[src/sv/assert_macros.svh]
// shared assertion helpers, clocked on clk and held off while arst_n is low
`ifndef ASSERT_MACROS_SVH
`define ASSERT_MACROS_SVH

`define STAI_ASSERT(label, prop, msg) \
	label: assert property (@(posedge clk) disable iff (!arst_n) prop) \
		else $error(msg);

`define STAI_ASSERT_NEVER(label, cond, msg) \
	`STAI_ASSERT(label, !(cond), msg)

`endif

[src/sv/stai_pkg.sv]
package stai_pkg;

	localparam int ANGLE_W = 16;
	localparam int SERVO_W = 16;
	localparam int FRAC_MAX = 16;
	// integer bits that hold every table angle and rack position
	localparam int INT_W = 6;

	localparam int TABLE_ENTRIES_DEF = 45;
	localparam int FRAC_BITS_DEF = 8;

	localparam int CAL_COUNT = 45;
	localparam longint unsigned CAL_UNIT = 64'd100000000;
	localparam longint unsigned GEAR_NUM = 64'd1000000000;
	localparam longint unsigned GEAR_DEN = 64'd555332034;
	localparam longint unsigned OUT_MAX = 64'd65535;

	localparam logic [31:0] GEAR_NUM32 = 32'(GEAR_NUM);
	localparam logic [31:0] GEAR_DEN32 = 32'(GEAR_DEN);
	localparam logic [31:0] GEAR_HALF32 = 32'(GEAR_DEN / 2);
	localparam logic [31:0] GEAR_DEN2_32 = 32'(GEAR_DEN * 2);

	// calibration, wheel angle and rack position in units of 1e-8 degree
	localparam longint unsigned CAL_WHEEL [CAL_COUNT] = '{
		64'd0, 64'd75167547, 64'd149704683, 64'd223779056, 64'd297547221,
		64'd371155658, 64'd444741611, 64'd518433761, 64'd592352754, 64'd666611580,
		64'd741315842, 64'd816563879, 64'd892446781, 64'd969048282, 64'd1046444521,
		64'd1124703686, 64'd1203885510, 64'd1284040629, 64'd1365209768, 64'd1447422745,
		64'd1530697258, 64'd1615037421, 64'd1700431988, 64'd1786852212, 64'd1874249247,
		64'd1962550967, 64'd2051658090, 64'd2141439410, 64'd2231725958, 64'd2322303921,
		64'd2412906236, 64'd2503203067, 64'd2592792095, 64'd2681191035, 64'd2767837806,
		64'd2852109147, 64'd2933376635, 64'd3011127740, 64'd3085178761, 64'd3155974958,
		64'd3224892966, 64'd3294366205, 64'd3367660784, 64'd3448311700, 64'd3539447277
	};

	localparam longint unsigned CAL_RACK [CAL_COUNT] = '{
		64'd0, 64'd164564423, 64'd327280288, 64'd488072400, 64'd646866376,
		64'd803588539, 64'd958165834, 64'd1110525747, 64'd1260596249, 64'd1408305732,
		64'd1553582958, 64'd1696357016, 64'd1836557272, 64'd1974113324, 64'd2108954962,
		64'd2241012116, 64'd2370214818, 64'd2496493141, 64'd2619777159, 64'd2739996881,
		64'd2857082192, 64'd2970962791, 64'd3081568108, 64'd3188827233, 64'd3292668818,
		64'd3393020983, 64'd3489811202, 64'd3582966179, 64'd3672411716, 64'd3758072548,
		64'd3839872177, 64'd3917732674, 64'd3991574456, 64'd4061316039, 64'd4126873750,
		64'd4188161409, 64'd4245089954, 64'd4297567025, 64'd4345496473, 64'd4388777800,
		64'd4427305510, 64'd4460968350, 64'd4489648427, 64'd4513220158, 64'd4531549040
	};

	typedef struct packed {
		logic en;
		logic valid;
	} stage_ctl_t;

	// table value to fixed point, round half up
	function automatic longint unsigned to_q(input longint unsigned v, input int unsigned f);
		return ((v << f) + CAL_UNIT / 2) / CAL_UNIT;
	endfunction

	// floor(2^s / gear ratio), low by at most one unit
	function automatic longint unsigned gear_recip(input int unsigned s);
		return (GEAR_NUM << s) / GEAR_DEN;
	endfunction

	function automatic longint unsigned gear_off(input longint unsigned rack);
		return (rack * GEAR_NUM + GEAR_DEN / 2) / GEAR_DEN;
	endfunction

endpackage

[src/sv/stai_div.sv]
`include "assert_macros.svh"

module stai_div #(
	parameter int DEN_W = 14,
	parameter int SIDE_W = 16
) (
	input logic clk,
	input logic arst_n,
	input stai_pkg::stage_ctl_t ctl,
	input logic [2*DEN_W-1:0] num,
	input logic [DEN_W-1:0] den,
	input logic [SIDE_W-1:0] side,
	output logic out_valid,
	output logic [DEN_W-1:0] quot,
	output logic [SIDE_W-1:0] side_out
);
	import stai_pkg::*;

	localparam int NUM_W = 2 * DEN_W;
	localparam int STEPS = DEN_W;

	logic [NUM_W-1:0] rem_s [STEPS];
	logic [DEN_W-1:0] den_s [STEPS];
	logic [DEN_W-1:0] quot_s [STEPS];
	logic [SIDE_W-1:0] side_s [STEPS];
	logic v_s [STEPS];

	// restoring division, one quotient bit per stage, msb first
	for (genvar k = 0; k < STEPS; k++) begin : g_step
		localparam int SH = STEPS - 1 - k;
		logic [NUM_W-1:0] rem_prev;
		logic [DEN_W-1:0] den_prev;
		logic [DEN_W-1:0] quot_prev;
		logic [SIDE_W-1:0] side_prev;
		logic v_prev;
		logic [NUM_W-1:0] trial;
		logic take;

		if (k == 0) begin : g_first
			assign rem_prev = num;
			assign den_prev = den;
			assign quot_prev = '0;
			assign side_prev = side;
			assign v_prev = ctl.valid;
		end else begin : g_next
			assign rem_prev = rem_s[k-1];
			assign den_prev = den_s[k-1];
			assign quot_prev = quot_s[k-1];
			assign side_prev = side_s[k-1];
			assign v_prev = v_s[k-1];
		end

		assign trial = NUM_W'(den_prev) << SH;
		assign take = rem_prev >= trial;

		always_ff @(posedge clk or negedge arst_n) begin
			if (!arst_n) begin
				v_s[k] <= 1'b0;
			end else if (ctl.en) begin
				v_s[k] <= v_prev;
			end
		end

		always_ff @(posedge clk) begin
			if (ctl.en) begin
				rem_s[k] <= take ? (rem_prev - trial) : rem_prev;
				quot_s[k] <= quot_prev | (DEN_W'(take) << SH);
				den_s[k] <= den_prev;
				side_s[k] <= side_prev;
			end
		end
	end

	assign out_valid = v_s[STEPS-1];
	assign quot = quot_s[STEPS-1];
	assign side_out = side_s[STEPS-1];

	`STAI_ASSERT(a_div_rem_below_den, v_s[STEPS-1] |-> rem_s[STEPS-1] < NUM_W'(den_s[STEPS-1]), "divider remainder not below divisor")

endmodule

[src/sv/steer_angle_to_servo_interp.sv]
// Steering wheel angle to servo command. Each request carries a signed wheel angle with
// FRAC_BITS fraction bits; its magnitude is clamped to the last calibration angle, interpolated
// between neighboring entries of the wheel-to-rack table, scaled by the rack gear ratio and
// centered on 90 degrees, with the sign restored and the result held to 0..180 degrees.
// The block is a straight pipeline: a new request is taken every cycle while wheel_ready is
// high, and the bulk of its stages lie in the interpolation divider, which resolves one quotient
// bit per stage. A two-deep output (the last stage plus a skid register) keeps wheel_ready
// registered; it falls only while the skid register holds a result that the consumer has not
// yet taken.
`include "assert_macros.svh"

module steer_angle_to_servo_interp #(
	parameter int TABLE_ENTRIES = stai_pkg::TABLE_ENTRIES_DEF,
	parameter int FRAC_BITS = stai_pkg::FRAC_BITS_DEF
) (
	input logic clk,
	input logic arst_n,
	input logic wheel_valid,
	output logic wheel_ready,
	input logic signed [stai_pkg::ANGLE_W-1:0] wheel_angle,
	output logic servo_valid,
	input logic servo_ready,
	output logic [stai_pkg::SERVO_W-1:0] servo_angle,
	output logic was_clamped
);
	import stai_pkg::*;

	localparam int N = (TABLE_ENTRIES < 2) ? 2 :
		((TABLE_ENTRIES > CAL_COUNT) ? CAL_COUNT : TABLE_ENTRIES);
	localparam int F = (FRAC_BITS > FRAC_MAX) ? FRAC_MAX : FRAC_BITS;
	localparam int QW = F + INT_W;
	localparam int CMP_W = (QW > ANGLE_W) ? QW : ANGLE_W;
	localparam int HI_W = $clog2(N);
	localparam int X_W = 2 * QW;
	localparam int G_W = QW + 1;
	localparam int P_W = QW + G_W;
	localparam int OFF_W = QW + 1;
	localparam int SV_W = F + 9;
	localparam int SAT_W = (SV_W > SERVO_W + 1) ? SV_W : SERVO_W + 1;
	localparam int SIDE_W = QW + 2;

	localparam logic [G_W-1:0] GEAR_G = G_W'(gear_recip(QW));
	localparam longint unsigned CENTER = 64'd90 << F;
	localparam longint unsigned FULL = 64'd180 << F;
	localparam longint unsigned OFF_END = gear_off(to_q(CAL_RACK[N-1], F));
	localparam longint unsigned POS_END = (CENTER + OFF_END > FULL) ? FULL : CENTER + OFF_END;
	localparam longint unsigned NEG_END = (OFF_END > CENTER) ? 64'd0 : CENTER - OFF_END;
	localparam logic [SERVO_W-1:0] CLAMP_POS = SERVO_W'((POS_END > OUT_MAX) ? OUT_MAX : POS_END);
	localparam logic [SERVO_W-1:0] CLAMP_NEG = SERVO_W'((NEG_END > OUT_MAX) ? OUT_MAX : NEG_END);
	localparam logic [SERVO_W-1:0] SERVO_TOP = SERVO_W'((FULL > OUT_MAX) ? OUT_MAX : FULL);
	localparam logic [SV_W-1:0] CENTER_V = SV_W'(CENTER);
	localparam logic [SV_W-1:0] FULL_V = SV_W'(FULL);

	logic [QW-1:0] wheel_q [N];
	logic [QW-1:0] rack_q [N];

	for (genvar g = 0; g < N; g++) begin : g_tab
		assign wheel_q[g] = QW'(to_q(CAL_WHEEL[g], F));
		assign rack_q[g] = QW'(to_q(CAL_RACK[g], F));
	end

	logic en;
	logic skid_v_q;

	logic v_s1, v_s2, v_s3, v_s4, v_s5, v_s6, v_s7;
	logic v_s8, v_s9, v_s10, v_s11, v_s12;

	logic neg_s1, neg_s2, neg_s3, neg_s4, neg_s5, neg_s6, neg_s7;
	logic neg_s8, neg_s9, neg_s10, neg_s11;
	logic clamp_s2, clamp_s3, clamp_s4, clamp_s5, clamp_s6, clamp_s7;
	logic clamp_s8, clamp_s9, clamp_s10, clamp_s11, clamp_s12;
	logic [ANGLE_W-1:0] mag_s1, mag_s2, mag_s3, mag_s4;
	logic [N-1:0] ge_s2;
	logic [HI_W-1:0] hi_s3;
	logic [QW-1:0] wl_s4;
	logic [QW-1:0] den_s4, den_s5, den_s6, den_s7;
	logic [QW-1:0] rl_s4, rl_s5, rl_s6, rl_s7;
	logic [QW-1:0] dr_s4, dr_s5;
	logic [QW-1:0] diff_s5;
	logic [X_W-1:0] p_s6;
	logic [X_W-1:0] x_s7;
	logic [QW-1:0] rack_s8;
	logic [P_W-1:0] prod_s9;
	logic [31:0] resa_s9, resa_s10;
	logic [G_W-1:0] q0_s10;
	logic [31:0] qd_s10;
	logic [OFF_W-1:0] off_s11;
	logic [SERVO_W-1:0] servo_s12;
	logic [SERVO_W-1:0] servo_q;
	logic clamped_q;

	logic neg_in;
	logic [ANGLE_W-1:0] mag_in;
	logic [N-1:0] ge_c;
	logic clamp_c;
	logic [HI_W-1:0] hi_c;
	logic [HI_W-1:0] lo_c;
	logic v_dv;
	logic [QW-1:0] quot_dv;
	logic [SIDE_W-1:0] side_dv;
	logic [G_W-1:0] q0_c;
	logic [31:0] r_c;
	logic [SV_W-1:0] off_v;
	logic [SV_W-1:0] pos_v;
	logic [SV_W-1:0] sv_c;
	logic [SAT_W-1:0] sat_c;
	stage_ctl_t div_ctl;

	// pipeline moves whenever the skid register is free
	assign en = !skid_v_q;
	assign wheel_ready = en;

	assign neg_in = wheel_angle[ANGLE_W-1];
	assign mag_in = neg_in ? ((~$unsigned(wheel_angle)) + ANGLE_W'(1)) : $unsigned(wheel_angle);

	// thermometer of table angles at or below the magnitude, ends forced
	always_comb begin
		ge_c = '0;
		ge_c[0] = 1'b1;
		for (int i = 1; i < N - 1; i++) begin
			ge_c[i] = CMP_W'(mag_s1) >= CMP_W'(wheel_q[i]);
		end
	end
	assign clamp_c = CMP_W'(mag_s1) >= CMP_W'(wheel_q[N-1]);

	// upper segment index is where the thermometer ends
	always_comb begin
		hi_c = '0;
		for (int i = 1; i < N; i++) begin
			if (ge_s2[i-1] && !ge_s2[i]) begin
				hi_c = hi_c | HI_W'(i);
			end
		end
	end
	assign lo_c = HI_W'(hi_s3 - HI_W'(1));

	assign div_ctl = '{en: en, valid: v_s7};

	stai_div #(
		.DEN_W(QW),
		.SIDE_W(SIDE_W)
	) u_div (
		.clk(clk),
		.arst_n(arst_n),
		.ctl(div_ctl),
		.num(x_s7),
		.den(den_s7),
		.side({neg_s7, clamp_s7, rl_s7}),
		.out_valid(v_dv),
		.quot(quot_dv),
		.side_out(side_dv)
	);

	// gear scaling: reciprocal estimate, then fix up from the exact residue mod 2^32
	assign q0_c = prod_s9[P_W-1:QW];
	assign r_c = resa_s10 - qd_s10;

	assign off_v = SV_W'(off_s11);
	assign pos_v = CENTER_V + off_v;
	always_comb begin
		if (neg_s11) begin
			sv_c = (off_v > CENTER_V) ? '0 : (CENTER_V - off_v);
		end else begin
			sv_c = (pos_v > FULL_V) ? FULL_V : pos_v;
		end
	end
	assign sat_c = SAT_W'(sv_c);

	always_ff @(posedge clk or negedge arst_n) begin
		if (!arst_n) begin
			v_s1 <= 1'b0;
			v_s2 <= 1'b0;
			v_s3 <= 1'b0;
			v_s4 <= 1'b0;
			v_s5 <= 1'b0;
			v_s6 <= 1'b0;
			v_s7 <= 1'b0;
			v_s8 <= 1'b0;
			v_s9 <= 1'b0;
			v_s10 <= 1'b0;
			v_s11 <= 1'b0;
			v_s12 <= 1'b0;
			skid_v_q <= 1'b0;
		end else begin
			if (en) begin
				v_s1 <= wheel_valid;
				v_s2 <= v_s1;
				v_s3 <= v_s2;
				v_s4 <= v_s3;
				v_s5 <= v_s4;
				v_s6 <= v_s5;
				v_s7 <= v_s6;
				v_s8 <= v_dv;
				v_s9 <= v_s8;
				v_s10 <= v_s9;
				v_s11 <= v_s10;
				v_s12 <= v_s11;
			end
			if (skid_v_q) begin
				if (servo_ready) begin
					skid_v_q <= 1'b0;
				end
			end else if (v_s12 && !servo_ready) begin
				skid_v_q <= 1'b1;
			end
		end
	end

	always_ff @(posedge clk) begin
		if (en) begin
			neg_s1 <= neg_in;
			mag_s1 <= mag_in;

			neg_s2 <= neg_s1;
			mag_s2 <= mag_s1;
			ge_s2 <= ge_c;
			clamp_s2 <= clamp_c;

			neg_s3 <= neg_s2;
			mag_s3 <= mag_s2;
			clamp_s3 <= clamp_s2;
			hi_s3 <= hi_c;

			neg_s4 <= neg_s3;
			mag_s4 <= mag_s3;
			clamp_s4 <= clamp_s3;
			wl_s4 <= wheel_q[lo_c];
			den_s4 <= wheel_q[hi_s3] - wheel_q[lo_c];
			rl_s4 <= rack_q[lo_c];
			dr_s4 <= rack_q[hi_s3] - rack_q[lo_c];

			neg_s5 <= neg_s4;
			clamp_s5 <= clamp_s4;
			den_s5 <= den_s4;
			rl_s5 <= rl_s4;
			dr_s5 <= dr_s4;
			// clamped requests skip the interpolation, a zero keeps the divider in range
			diff_s5 <= clamp_s4 ? '0 : QW'(CMP_W'(mag_s4) - CMP_W'(wl_s4));

			neg_s6 <= neg_s5;
			clamp_s6 <= clamp_s5;
			den_s6 <= den_s5;
			rl_s6 <= rl_s5;
			p_s6 <= X_W'(diff_s5) * X_W'(dr_s5);

			neg_s7 <= neg_s6;
			clamp_s7 <= clamp_s6;
			den_s7 <= den_s6;
			rl_s7 <= rl_s6;
			x_s7 <= p_s6 + X_W'(den_s6 >> 1);

			neg_s8 <= side_dv[SIDE_W-1];
			clamp_s8 <= side_dv[SIDE_W-2];
			rack_s8 <= side_dv[SIDE_W-2] ? rack_q[N-1] : (side_dv[QW-1:0] + quot_dv);

			neg_s9 <= neg_s8;
			clamp_s9 <= clamp_s8;
			prod_s9 <= P_W'(rack_s8) * P_W'(GEAR_G);
			resa_s9 <= 32'(rack_s8) * GEAR_NUM32 + GEAR_HALF32;

			neg_s10 <= neg_s9;
			clamp_s10 <= clamp_s9;
			resa_s10 <= resa_s9;
			q0_s10 <= q0_c;
			qd_s10 <= 32'(q0_c) * GEAR_DEN32;

			neg_s11 <= neg_s10;
			clamp_s11 <= clamp_s10;
			off_s11 <= q0_s10 + OFF_W'(r_c >= GEAR_DEN32) + OFF_W'(r_c >= GEAR_DEN2_32);

			clamp_s12 <= clamp_s11;
			servo_s12 <= (sat_c > SAT_W'(OUT_MAX)) ? SERVO_W'(OUT_MAX) : SERVO_W'(sat_c);
		end
		if (!skid_v_q) begin
			servo_q <= servo_s12;
			clamped_q <= clamp_s12;
		end
	end

	assign servo_valid = skid_v_q || v_s12;
	assign servo_angle = skid_v_q ? servo_q : servo_s12;
	assign was_clamped = skid_v_q ? clamped_q : clamp_s12;

	`STAI_ASSERT(a_skid_fill_on_stall, $rose(skid_v_q) |-> $past(v_s12 && !servo_ready), "skid register filled without a stalled result")
	`STAI_ASSERT_NEVER(a_servo_range, servo_valid && (servo_angle > SERVO_TOP), "servo angle beyond full scale")
	`STAI_ASSERT(a_clamp_value, (servo_valid && was_clamped) |-> (servo_angle == CLAMP_POS || servo_angle == CLAMP_NEG), "clamped request gave a servo angle off the end stops")

endmodule
[config.mk]
export PLATFORM = sky130hd
export DESIGN_NAME = steer_angle_to_servo_interp
export DESIGN_NICKNAME = d
export VERILOG_FILES = /design/src/sv/stai_pkg.sv /design/src/sv/stai_div.sv /design/src/sv/steer_angle_to_servo_interp.sv
export VERILOG_INCLUDE_DIRS = /design/src /design/src/sv
export SDC_FILE = /design/constraint.sdc
export NUM_CORES = 2
export LEC_CHECK = 0
export BUFFER_PORTS_ARGS = -buffer_cell sky130_fd_sc_hd__buf_2
export CELL_PAD_IN_SITES_DETAIL_PLACEMENT = 1
export CELL_PAD_IN_SITES_GLOBAL_PLACEMENT = 2
export CORE_ASPECT_RATIO = 1.25
export CORE_MARGIN = 1.5
export CORE_UTILIZATION = 45
export CTS_BUF_LIST = sky130_fd_sc_hd__clkbuf_8
export CTS_CLUSTER_SIZE = 16
export DETAILED_ROUTE_END_ITERATION = 10
export GPL_ROUTABILITY_DRIVEN = 0
export PLACE_DENSITY_LB_ADDON = 0.1
export SKIP_LAST_GASP = 1
export SYNTH_ARGS = -nofsm -noshare
export SYNTH_HDL_FRONTEND = slang
export SYNTH_HIERARCHICAL = 1
export SYNTH_SLANG_ARGS = --single-unit
[constraint.sdc]
create_clock -name clk -period 45.2 [get_ports clk]
set_input_delay 2.26 -clock clk [delete_from_list [all_inputs] [get_ports clk]]
set_output_delay 2.26 -clock clk [all_outputs]
set_load 0.05 [all_outputs]
# Word level (Yosys, flattened, before mapping)
# Memories as Yosys holds them, arrays and structs flattened.
# Cells that the tools add are included.
# classes
multipliers,4
shifts,0
div_mod_pow,0
add_sub_neg,27
n_mux,75
eq_ne,0
reduce_logical,90
bitwise_logic,16
magnitude_cmp,65
# op_table
operator,count
$mux 28,14
$ge 16x13->1 const B,19
$ge 16x12->1 const B,10
$mux 14,8
$ge 16x11->1 const B,5
$ge 16x14->1 const B,5
$mux 5,16
$ge 16x10->1 const B,3
$mux 16,3
$logic_not 1->1,44
$logic_and 1x1->1,43
$sub 14x14->14,3
$mux 17,2
$add 32x29->32 const B,1
$ge 32x30->1 const B,1
$ge 32x31->1 const B,1
$mux 4,8
$sub 32x32->32,1
$mul 15x29->31 const B,1
$add 15x1->15,2
$mul 14x15->29 const B,1
$add 28x13->28,1
$ge 28x14->1,1
$ge 28x15->1,1
60 further kinds,83
# word_totals
word_cells,367
input_bits,20
ram_bits,1008
rom_bits,3584
ff_bits,581
mem_count,8
latch_bits,0
# mem_list
name,depth,width,read_ports,rd_clocked_by_memory_dff,write_ports,line_no,text
(name not given),64,14,1,0,0,steer_angle_to_servo_interp.sv:230,dr_s4 <= rack_q[hi_s3] - rack_q[lo_c];
(name not given),64,14,1,0,0,steer_angle_to_servo_interp.sv:230,
(name not given),64,14,1,0,0,steer_angle_to_servo_interp.sv:228,den_s4 <= wheel_q[hi_s3] - wheel_q[lo_c];
(name not given),64,14,1,0,0,steer_angle_to_servo_interp.sv:228,
u_div.rem_s,14,28,13,0,14,stai_div.sv:22,logic [NUM_W-1:0] rem_s [STEPS];
u_div.side_s,14,16,14,0,14,stai_div.sv:25,logic [SIDE_W-1:0] side_s [STEPS];
2 more memories,-,-,-,-,-,-,

# Logic depth before layout (Yosys ltp)
# depth
ltp_word,42
ltp_mapped,27
mapped_depth_nobuf,23

# Modules after synthesis
# Netlist, hierarchy kept.
# by_module_without_submodules
mod,instances,area_per_inst_um2,cells_per_inst,seq_area_each_um2
steer_angle_to_servo_interp,1,44958.1,4285,15680.0
stai_div,1,40497.6,2997,26625.5

# Worst setup path after synthesis
# Ideal clock, no wire load.
# synth_timing
path_kind,flip-flop to flip-flop
startpoint,register skid_v_q
endpoint,register u_div.v_s (netlist bit u_div/g_step[10].v_prev)
setup_slack_ns,14.254
stages_incl_launch_ff,4
t_arrival_ns,30.760
path_buffers,1
setup_time_ns,0.186
synth_period_minus_slack_ns,30.946
cell_sequence,dfrtp_1 clkbuf_1 inv_1 mux2_2
# synth_lines
item,line_no,text
start: declaration,steer_angle_to_servo_interp.sv:63,logic skid_v_q;
start signal: assignment,steer_angle_to_servo_interp.sv:183,skid_v_q <= 1'b0;
start signal: assignment,steer_angle_to_servo_interp.sv:201,skid_v_q <= 1'b0;
start signal: assignment,steer_angle_to_servo_interp.sv:204,skid_v_q <= 1'b1;
end signal: indexed assignment,stai_div.sv:60,v_s[k] <= v_prev;
end: declaration,stai_div.sv:26,logic v_s [STEPS];
# No word-level cell between the ends.

# Worst setup path after layout
# layout_timing
startpoint,register diff_s5[5]
endpoint,"register p_s6[27], data pin"
# layout_via
elab_chain_len,1
# layout_lines
item,line_no,text
start: declaration,steer_angle_to_servo_interp.sv:79,logic [QW-1:0] diff_s5;
start signal: assignment,steer_angle_to_servo_interp.sv:238,diff_s5 <= clamp_s4 ? '0 : QW'(CMP_W'(mag_s4) - CMP_W'(wl_s4));
$mul 14x14->28,steer_angle_to_servo_interp.sv:244,p_s6 <= X_W'(diff_s5) * X_W'(dr_s5);
end signal: assignment,steer_angle_to_servo_interp.sv:244,
end: declaration,steer_angle_to_servo_interp.sv:80,logic [X_W-1:0] p_s6;
# No other way between the ends.
# A chain may end at the register's enable or synchronous reset.

==> flow_summary.yaml <==
outcome:
  status: "complete, no violations"
floorplan:
  dieArea_sq_mm: 0.193
  io_pins: 39
  num_rows: 178
  coreArea_sq_mm: 0.188
  initial_core_util: 0.454
  die_w_um: 393
  die_h_um: 490
synthesis:
  syn-cell-area_sq_mm: 0.0855
  synth_top_area_frac: 0.483
  synth_top_cells_by_area: "edfxtp_1, ha_1, fa_1"
  muxShareOfSynthArea: 0.0137
  ys_ff_latch: 1419
  synth_top_family_by_area: "adder cells"
  synth_compound_area_frac: 0.101
  synthFlopType: "edfxtp_1"
  syn_inst: 7282
  synth_nets: 8400
  ys_seq_area_frac: 0.495
  ys_warn_count: 6
  synthSimpleGateAreaFrac: 0.102
  synth_area_leader_cell: "edfxtp_1"
  ys_types: 105
  synth_adder_area_share: 0.196
  syn_avg_cell_area_sq_um: 11.7
  async_flop_share: 0.0190
  synth_xor_area_frac: 0.0448
  synth_edf_count: 1375
worst_setup_path:
  crit_arrival_ns: 7.51
  cp.required_ns: 45.91
  crit_fanout: 14
  cp-startpoint: "diff_s5[5]$_SDFFCE_PP0N_"
  rr_startpoint: "diff_s5[5]$_SDFFCE_PP0N_"
  path_class: "register to register"
  r2r-end: "p_s6[27]$_DFFE_PN_"
  crit_end: "p_s6[27]$_DFFE_PN_"
  r2r_cells: 20
  r2r_setup_slack_ns: 38.41
  endpoint_kind: "register"
  cp-start-kind: "register"
detailed_routing:
  dr.pass1.iters: 5
  wl_per_cell_um: 20.6
  first_iter_violations: 2070
  via_per_inst: 5.41
  wirelength_um: 208000
  num_vias: 54800
  route.detailed.drc: 0
  ant_nets: 0
global_route:
  grt_pass1_wl_um: 330000
  antenna_found_initial: 1
  grt_max_degree: 183
  grt.total_usage: 0.219
  grt-ovfl-total: 0
  grt_pass1_vias: 60400
clock_tree:
  cts_buffers: 228
  post_cts_buffers: 0
  cts_resized: 0
  cts_tree: "built"
  cts_hold_buffers: 0
  cts_sinks: 1419
  htree_levels: 4
  clk-insertion-delay-late_ns: 1.00
  cts.clk_slew.worst_paths_ns: 0.06
  clockRootBuffer: "clkbuf_8"
  clock_path_buffers: 3
min_path:
  min_path_type: "register to register"
  whs_path_depth: 0
final_layout:
  area_growth_pct: 8.70
  drive_above_1_share: 0.0773
  final_nets: 8542
  fill_cells: 19900
flow_run:
  maxCapViolCount: 0
placement:
  numPortBuffers: 38
  dp_hpwl_um: 160000
timing:
  fin_skew_ns: 0.0633
  rsz0062_at_grt: "no"
  fmax_mhz: 147
  final_hold_viol_count: 0
  fin_crit_ns: 6.79
  maxSlewViolCount: 0
  fin_setup_tns_ns: 0
  finalSetupViolCount: 0
  worstMarginPinSlew_ns: 1.14
  slew_headroom: 0.242
  min_period_over_period: 0.150
metrics by stage:
| step | instance area [sq um] | util | worst slack (ns) | std cells | hold slack, ns |
|---|---|---|---|---|---|
| 2_1_floorplan | 85500 | - | 14.25 | 7282 | 0.400 |
| 3_3_place_gp | 88600 | 0.470 | 38.55 | 9714 | 0.400 |
| 3_5_place_dp | 88600 | 0.470 | 38.43 | 9714 | 0.405 |
| 4_1_cts | 92900 | 0.493 | 38.40 | 10100 | 0.381 |
| 5_1_grt | 92900 | 0.493 | 37.81 | 10100 | 0.376 |
| 6_report | 92900 | 0.493 | 38.41 | 10100 | 0.393 |
logic make-up (layout without fill, tap and decap cells):
kind of cell,count (synthesis),after routing
AO/OA/AOI/OAI,1371,1371
flip-flops,1419,1419
buffers and inverters,1075,1401
adder cells (fa/ha/maj),1098,1098
XOR/XNOR,436,436
multiplexers,102,102
other,0,2
AND/OR/NAND/NOR,1781,1781
flip-flops by register name, indices dropped and copies added, names as in the netlist, 16 cells and up:
signal	flops
qd_s10	26
u_div/rem_s	364
p_s6	28
resa_s10	23
u_div/den_s	182
ge_s2	43
u_div/quot_s	105
u_div/side_s	224
servo_s12	16
prod_s9	16
resa_s9	22
mag_s1	16
servo_q	16
x_s7	28
critical path: stages, from the launching register on:
cell      delay [ns]
edfxtp_1        0.66
nand2_1         0.15
fa_1            0.57
inv_1           0.06
fa_1            0.51
fa_1            0.52
inv_1           0.05
fa_1            0.46
fa_1            0.55
inv_1           0.06
fa_1            0.48
ha_1            0.43
nand4_1         0.13
nor3_1          0.27
nor2_1          0.12
a211oi_1        0.53
nor3_1          0.22
nor4_1          0.42
o31a_1          0.18
nor2_1          0.05
xnor2_1         0.11
placed cells by master, fill, tap and decap left out, drive strengths merged, types with 45 or more instances in the layout:
cell    instances
xor2          159
o21ai         370
nor2          407
nand2         572
xnor2         277
nand3          98
nor3          129
nor4           53
and2          100
a31oi          54
nand4          53
edfxtp       1375
a21o           94
inv           953
clkinv        107
buf            95
a21oi         367
or3            49
o211ai         45
clkbuf        234
nand2b         72
mux2           94
a211oi         60
ha            701
fa            397
o21a           79
nor2b          68
synth_stat cells (39+ instances only):
master	count
edfxtp_1	1375
a21o_1	94
a31oi_1	54
ha_1	701
nor3_1	128
mux2_2	92
and2_1	99
nor2_1	406
a211oi_1	59
nor2b_1	68
nand2b_1	72
nor4_1	52
a21oi_1	366
clkbuf_1	154
o21a_1	79
o21ai_0	367
xnor2_1	276
o211ai_1	45
fa_1	397
or2_2	39
xor2_1	159
inv_1	888
nand4_1	53
or3_1	48
nand2_1	572
nand3_1	98
per-layer routing:
metal / share of wire / routed length [um] / global-route usage
met3: 0.024 / 5060 / 0.0278
met5: 0 / 0 / 0
met1: 0.36 / 76000 / 0.225
met4: 0.046 / 9550 / 0.0982
met2: 0.57 / 118000 / 0.432
cell type report:
class                   count  area, sq um  share of cell area
flip-flops and latches   1419        42300               0.455
multi-input cells        4788        39100               0.421
inverters                 892         3360              0.0362
clock buffers             234         3220              0.0347
well taps                2520         3150              0.0339
clock inverters           180         1060              0.0115
repair buffers             95          643             0.00692
diodes                      2         5.00           0.0000539
worst min path at each step:
stage / from / endpoint / slack [ns]
floorplan: clamp_s9$_DFFE_PN_ / clamp_s10$_DFFE_PN_ / 0.40
global placement: u_div/side_s[1][47]$_DFFE_PP_ / u_div/side_s[1][63]$_DFFE_PP_ / 0.40
detailed placement: den_s5[1]$_DFFE_PN_ / den_s6[1]$_DFFE_PN_ / 0.41
CTS: u_div/side_s[1][0]$_DFFE_PP_ / u_div/side_s[1][16]$_DFFE_PP_ / 0.38
global route: resa_s9[26]$_DFFE_PN_ / resa_s10[26]$_DFFE_PN_ / 0.38
finish: resa_s9[26]$_DFFE_PN_ / resa_s10[26]$_DFFE_PN_ / 0.39
Power is not shown: default switching activity piles up to over one toggle a cycle in this logic, so the estimate is an artifact.
